<file path="config.mk">
export PLATFORM = sky130hd
export DESIGN_NAME = l2ft_cell
export DESIGN_NICKNAME = d
export VERILOG_FILES = /design/src/rtl/l2ft_pkg.sv /design/src/rtl/l2ft_cell.sv
export SDC_FILE = /design/constraint.sdc
export NUM_CORES = 1
export LEC_CHECK = 0
export ABC_CLOCK_PERIOD_IN_PS = 3300
export CORE_AREA = 2 2 218 220
export CTS_CLUSTER_DIAMETER = 200
export DETAILED_ROUTE_END_ITERATION = 6
export DIE_AREA = 0 0 220 222
export DONT_BUFFER_PORTS = 1
export PLACE_DENSITY = 0.46
export SETUP_SLACK_MARGIN = 0.5
export SYNTH_ARGS = -nofsm -noshare
export SYNTH_HDL_FRONTEND = slang
export SYNTH_SLANG_ARGS = --single-unit
</file>
<file path="constraint.sdc">
create_clock -name clk -period 3.3 [get_ports clk]
set_input_delay 0.33 -clock clk [delete_from_list [all_inputs] [get_ports clk]]
set_output_delay 0.33 -clock clk [all_outputs]
set_load 0.1 [all_outputs]
</file>
<file path="src/rtl/l2ft_pkg.sv">
// Package: types and constants of the layer-2 flow tracking table.
`default_nettype none
package l2ft_pkg;

    localparam logic [2:0] CMD_PACKET   = 3'd0;
    localparam logic [2:0] CMD_RESPONSE = 3'd1;
    localparam logic [2:0] CMD_TICK     = 3'd2;
    localparam logic [2:0] CMD_FDB      = 3'd3;
    localparam logic [2:0] CMD_OPEN     = 3'd4;
    localparam logic [2:0] CMD_CLOSE    = 3'd5;
    localparam logic [2:0] CMD_FLUSH    = 3'd6;

    localparam logic [2:0] EV_FDB    = 3'd0;
    localparam logic [2:0] EV_NEW    = 3'd1;
    localparam logic [2:0] EV_UPDATE = 3'd2;
    localparam logic [2:0] EV_DEL    = 3'd3;
    localparam logic [2:0] EV_RESET  = 3'd4;

    localparam logic [1:0] PH_CONFIRMED = 2'd0;
    localparam logic [1:0] PH_DENIED    = 2'd1;
    localparam logic [1:0] PH_OFFLOADED = 2'd2;
    localparam logic [1:0] PH_DYING     = 2'd3;

    localparam logic [15:0] DENIED_TICKS = 16'd10;

    localparam logic [1:0] CFG_MAX_FLOWS = 2'd0;
    localparam logic [1:0] CFG_CONF_TO   = 2'd1;
    localparam logic [1:0] CFG_DYING_TO  = 2'd2;

    typedef struct packed {
        logic [2:0]  command;
        logic [47:0] src_mac;
        logic [47:0] dst_mac;
        logic [15:0] ethertype;
        logic [15:0] vlan_tag;
        logic [15:0] in_port;
        logic [15:0] out_port;
        logic        offloaded;
        logic        denied;
    } in_item_t;

    typedef struct packed {
        logic [2:0]  event_kind;
        logic [47:0] flow_src_mac;
        logic [47:0] flow_dst_mac;
        logic [15:0] flow_ethertype;
        logic [15:0] flow_vlan;
        logic [15:0] flow_in_port;
        logic [15:0] flow_out_port;
        logic        may_expire;
        logic        last;
    } out_item_t;

    typedef struct packed {
        logic        valid;
        logic [47:0] src_mac;
        logic [47:0] dst_mac;
        logic [15:0] ethertype;
        logic [15:0] vlan;
        logic [15:0] in_port;
        logic [15:0] out_port;
        logic [1:0]  phase;
        logic [15:0] timer;
        logic        running;
    } entry_t;

    // command broadcast to all cells
    typedef struct packed {
        logic        shift;    // rotate the ring by one
        logic        hit_upd;  // apply packet / response to matching cell
        logic        ins;      // write new entry into head cell
        in_item_t    item;
        logic [15:0] conf_to;
        logic [15:0] dying_to;
    } cell_ctl_t;

endpackage
`default_nettype wire

</file>
<file path="src/rtl/l2ft_cell.sv">
// One table cell: holds an entry, compares the key, applies per-entry updates.
`default_nettype none
module l2ft_cell
(
    input  wire                  clk,
    input  wire                  rst_n,
    input  l2ft_pkg::cell_ctl_t  ctl,
    input  l2ft_pkg::entry_t     prev_in,
    input  wire                  head,
    input  wire                  walk_tick,
    input  wire                  walk_close,
    input  wire                  flush,
    output l2ft_pkg::entry_t     cur,
    output logic                 key_hit,
    output logic                 src_off
);
    l2ft_pkg::entry_t e_reg;
    l2ft_pkg::entry_t e_next;
    logic             v_reg;
    l2ft_pkg::entry_t w;

    always_comb
    begin
        cur = e_reg;
        cur.valid = v_reg;
        key_hit = v_reg && e_reg.src_mac == ctl.item.src_mac
                  && e_reg.dst_mac == ctl.item.dst_mac
                  && e_reg.ethertype == ctl.item.ethertype
                  && e_reg.vlan == ctl.item.vlan_tag;
        src_off = v_reg && e_reg.src_mac == ctl.item.src_mac
                  && e_reg.phase == l2ft_pkg::PH_OFFLOADED;
    end

    // walks act on the entry arriving from the neighbor as it passes
    always_comb
    begin
        w = prev_in;
        if (walk_tick && w.valid && w.running)
        begin
            if (w.timer > 16'd1)
                w.timer = w.timer - 16'd1;
            else if (w.phase == l2ft_pkg::PH_DYING)
            begin
                w.valid = 1'b0;
                w.running = 1'b0;
            end
            else
            begin
                w.phase = l2ft_pkg::PH_DYING;
                w.timer = ctl.dying_to;
            end
        end
        if (walk_close && w.valid && w.phase == l2ft_pkg::PH_OFFLOADED)
        begin
            w.phase = l2ft_pkg::PH_DYING;
            w.timer = ctl.dying_to;
            w.running = 1'b1;
        end
        e_next = cur;
        if (ctl.shift)
            e_next = w;
        else if (ctl.ins && head)
        begin
            e_next.valid = 1'b1;
            e_next.src_mac = ctl.item.src_mac;
            e_next.dst_mac = ctl.item.dst_mac;
            e_next.ethertype = ctl.item.ethertype;
            e_next.vlan = ctl.item.vlan_tag;
            e_next.in_port = ctl.item.in_port;
            e_next.out_port = ctl.item.out_port;
            e_next.phase = l2ft_pkg::PH_CONFIRMED;
            e_next.timer = ctl.conf_to;
            e_next.running = 1'b1;
        end
        else if (ctl.hit_upd && key_hit)
        begin
            if (ctl.item.command == l2ft_pkg::CMD_PACKET)
            begin
                e_next.in_port = ctl.item.in_port;
                e_next.out_port = ctl.item.out_port;
            end
            else if (ctl.item.offloaded)
            begin
                e_next.phase = l2ft_pkg::PH_OFFLOADED;
                e_next.running = 1'b0;
            end
            else if (ctl.item.denied)
            begin
                e_next.phase = l2ft_pkg::PH_DENIED;
                e_next.timer = l2ft_pkg::DENIED_TICKS;
                e_next.running = 1'b1;
            end
        end
        if (flush)
            e_next.valid = 1'b0;
    end

    always_ff @(posedge clk or negedge rst_n)
    begin
        if (!rst_n)
            v_reg <= 1'b0;
        else
            v_reg <= e_next.valid;
    end

    always_ff @(posedge clk)
    begin
        e_reg <= e_next;
    end
endmodule
`default_nettype wire

</file>
---- Word level (Yosys, flattened, before mapping) ----
Index checks and enable logic that the tools add are counted.
word-level totals
  flip-flop bits (word level) ............. 180
  bits of input ports ..................... 386
  logic and storage cells ................. 63
operators by class
  add/sub/neg operators ................... 1
  order comparisons ....................... 1
  eq/ne operators ......................... 9
  mux-type cells .......................... 21
  reduce and logical (&&, ||, !) cells .... 21
operators by type and width
  operator                                                                  count
  180-bit two-way mux                                                       1
  129-bit two-way mux                                                       1
  51-bit two-way mux                                                        2
  48-bit equality test                                                      2
  19-bit two-way mux                                                        4
  16-bit equality test                                                      2
  16-bit two-way mux                                                        2
  32-bit two-way mux                                                        1
  18-bit two-way mux                                                        1
  16-bit by 1-bit > comparator with 1-bit output (second input constant)    1
  16-bit by 1-bit subtractor with 16-bit output (second input constant)     1
  3-bit nonzero test                                                        4
  1-bit logical AND                                                         11
  1-bit two-way mux                                                         7
  2-bit equality test (second input constant)                               3
  2-bit two-way mux                                                         2
  4-bit AND reduction                                                       1
  4-bit nonzero test                                                        1
  3-bit zero test                                                           1
  3-bit by 1-bit inequality test with 1-bit output (second input constant)  1
  3-bit inequality test (second input constant)                             1
  3-bit AND reduction                                                       1
  2-bit AND reduction                                                       1
  2-bit nonzero test                                                        1

---- Longest topological paths before layout ----
  word-level depth ........................ 10
  mapped depth ............................ 9
  depth with buffers taken out ............ 7

---- Worst setup path after synthesis ----
OpenSTA, ideal clock, no wires.
  kind .................................... reg2out
  start ................................... reg e_reg, in the netlist cur[176]
  end ..................................... out src_off
  arrival ................................. 4.056 ns
  required time ........................... 2.970 ns
  path slack .............................. -1.086 ns
  cell stages (with the launch flop) ...... 7
  path through ............................ edfxtp_1 > xnor2_1 > nor4bb_1 > nand4_1 > nor3_1 > nand4_1 > nor3b_1
on the way
  word-level cells in the longest chain between the ends .. 3
RTL lines
  item                    line              source
  from (decl)             l2ft_cell.sv:17   l2ft_pkg::entry_t e_reg;
  from (signal assigned)  l2ft_cell.sv:108  e_reg <= e_next;
  48-bit equality test    l2ft_cell.sv:30   src_off = v_reg && e_reg.src_mac == ctl.item.src_mac
  1-bit logical AND       l2ft_cell.sv:30
  1-bit logical AND       l2ft_cell.sv:31   && e_reg.phase == l2ft_pkg::PH_OFFLOADED;
  to (decl)               l2ft_cell.sv:15   output logic src_off
Every way passes these cells.

---- Worst setup path in the final report ----
  start ................................... reg e_reg, in the netlist cur[148]
  end ..................................... out src_off
The elaborated chain is that of the path after synthesis.

==> flow_summary.yaml <==
routing:
  via_per_inst: 4.66
  drt_iter0_drc: 423
  num_vias: 7101
  drc: 0
  drt_wl_total_mm: 37.5
  first_pass_iters: 5
  wl_per_cell_um: 24.6
  ant_nets: 0
place:
  hpwl_mm: 29.9
  pre_cts_slack_ps: 464
  io_buffers: 0
  routabilityCongestion: 0.811
synthesis:
  avgSynthCellArea_um2: 13.4
  yosys_warnings: 0
  synthTopCellsByArea: "edfxtp_1 (53%), mux2_2 (18%), xor2_1 (9.0%)"
  synthCells: 756
  ys.flop_type: "edfxtp_1"
  async_flop_share_pct: 0.556
  yosysTopAreaCell: "edfxtp_1"
  synth-edff-count: 179
  yosysUniqueCellTypes: 63
  ys_seq_area_share_pct: 53.5
  synth_seq_cells: 180
  synth_common_cells: "edfxtp_1 (179), mux2_2 (160), xor2_1 (104)"
  syn-cell-area_um2: 10100
  synth.most_common_cell: "edfxtp_1"
  syn-num-nets: 1144
  synth_top_area_share_pct: 53.2
die:
  initial_core_util_pct: 21.8
  die_h_um: 222
  ios: 568
  die_w_um: 220
  core_um2: 46300
  dieArea_um2: 48800
  num_rows: 79
timing:
  slew_violations: 0
  slew_headroom_pct: 30.6
  clock.fmax_mhz: 342
  fin_skew_ps: 15.0
  hold_viol_final: 0
  finalSetupTns_ps: 0
  worst_pin_slew_ps: 1040
  setup_violations: 0
  grt_setup_unrepaired: "yes"
  finalCriticalPeriod_ps: 2930
  finalCritPeriodShare_pct: 88.6
  post-route-worst-setup-slack_ps: 375
worst_setup_path:
  path_common_cell: "nand4_1"
  crit_type: "reg -> out"
  crit_path_max_incr_delay_ps: 410
  crit_family: "simple AND/OR/NAND/NOR gates"
  cp_num_buf_inv: 2
  crit_chain: "xor2_1 > nor4_1 > nand4_1 > nor3_2 > nand4_1 > buf_4 > nor3b_4 > buf_12"
  reg2reg_slack_ps: 720
  crit_start: "cur[148]"
  r2r_end: "cur[36]"
  rr_startpoint: "cur[154]"
  worstPathRequired_ps: 2970
  worstSetupStartpointType: "register"
  slowest_stage: "edfxtp_1"
  cp-end-kind: "output pin"
  rr_worst_depth: 8
  worstPathArrival_ps: 2600
  crit_fanout: 2
grt:
  grt_pass1_wl_mm: 52.0
  grt_pass1_vias: 7512
  grtUsageTotal_pct: 15.0
  grt_antenna_before_repair: 7
  grt_overflow_total: 0
  grt_max_degree: 176
cts:
  clk_pin_slew_worst_paths_ps: 70
  h-tree-depth: 4
  clockBufferDepth: 2
  cts_tree: "done"
  worstSkewPairLatency_ps: 480
  cts_buffers: 17
  root_buffer: "clkbuf_16"
  cts_sinks: 180
finish:
  layout-drive-gt1-share_pct: 40.9
  fin_nets: 1290
  syn2layout_area_growth_pct: 25.9
  largest_reg_flops: 179
min_path:
  hold_class: "in -> async"
run:
  drv_cap: 0
outcome:
  status: "completed"
pwr:
  p_leak_nw: 4.49
  cellPowerDensity_nw_per_um2: 625
  ir_worst_vdd_mv: 0.495
## what timing repair did
action	CTS	global route
hold buffers	7	0
buffers inserted	4	1
gates cloned	0	0
setup endpoints to repair	41	2
resized for setup	22	1
pin swaps	14	7
endpoints found under the hold margin	5	0
## power by group
| part | switching (mW) | internal [mW] |
|---|---|---|
| combinational | 1.80 | 0.574 |
| clock | 0.986 | 1.05 |
| sequential | 0.696 | 2.84 |
## per-layer routing
layer | track usage [%] | vias to the layer above | routed length (µm)
li1 | - | 3226 | -
met1 | 16.2 | 3444 | 13600
met2 | 26.0 | 389 | 19500
met3 | 6.31 | 42 | 3580
met4 | 5.54 | 0 | 837
met5 | 0 | - | 0
## worst max path at each step
stage,depth (start not counted),endpoint
final,8,src_off
after global routing,8,src_off
after CTS,8,src_off
after detailed placement,8,cur[9]
after global placement,8,key_hit
after floorplan,6,src_off
## cells in the final DEF (no fill, tap or decap), drive strengths merged, types with 3 or more instances in the layout
cell type / count
edfxtp: 179
mux2: 160
buf: 150
xor2: 104
nand2: 35
nor4: 33
nand4: 26
nor2: 23
xnor2: 22
clkbuf: 18
inv: 16
o21ai: 12
nor3: 11
a21oi: 11
nand3: 9
o211ai: 8
dlygate4sd3: 7
a221o: 6
clkinv: 6
nand2b: 5
nor2b: 5
and3: 4
a31oi: 4
a22oi: 4
nand4b: 3
o31ai: 3
o2111ai: 3
mux2i: 3
o221ai: 3
or3: 3
## worst reg2reg max path, stage by stage, from the launching register on
cell and delay, ps:
edfxtp_1 390, buf_4 330, nor2b_1 80, a2111oi_0 290, nor4bb_1 270, and4_1 400, nand4_1 200, nand2_4 140
buf_12 180
## cell families (layout without fill, tap and decap cells)
logic type | Yosys count | in the layout | synth area share (%)
XOR/XNOR | 126 | 126 | 10.9
AO/OA/AOI/OAI | 75 | 75 | 5.74
other | 0 | 1 | 0
multiplexers | 163 | 163 | 18.1
flip-flops | 180 | 180 | 53.5
adder cells (fa/ha/maj) | 2 | 2 | 0.248
buffers and inverters | 41 | 200 | 1.87
AND/OR/NAND/NOR | 169 | 169 | 9.57
## through the flow
stage	total power, mW	cells	util [%]	cell area [µm²]	hold slack, ps
after global routing	8.22	1523	27.5	12700	23.6
after floorplan	5.42	756	-	10200	34.4
after CTS	8.06	1521	27.4	12700	3.49
after global placement	5.92	1478	25.7	11900	34.5
after detailed placement	5.92	1478	25.7	11900	34.5
final	7.94	1523	27.5	12700	65.7
## cell type report
| class | count | area (µm²) |
|---|---|---|
| Multi-Input combinational cell | 535 | 4690 |
| Clock buffer | 18 | 429 |
| Antenna cell | 1 | 2.50 |
| Timing Repair Buffer | 157 | 1260 |
| Fill cell | 4800 | 33500 |
| Tap cell | 607 | 759 |
| Inverter | 11 | 45.0 |
| Clock inverter | 14 | 125 |
| Sequential cell | 180 | 5400 |
No activity file was read; power rests on OpenSTA's default activity.
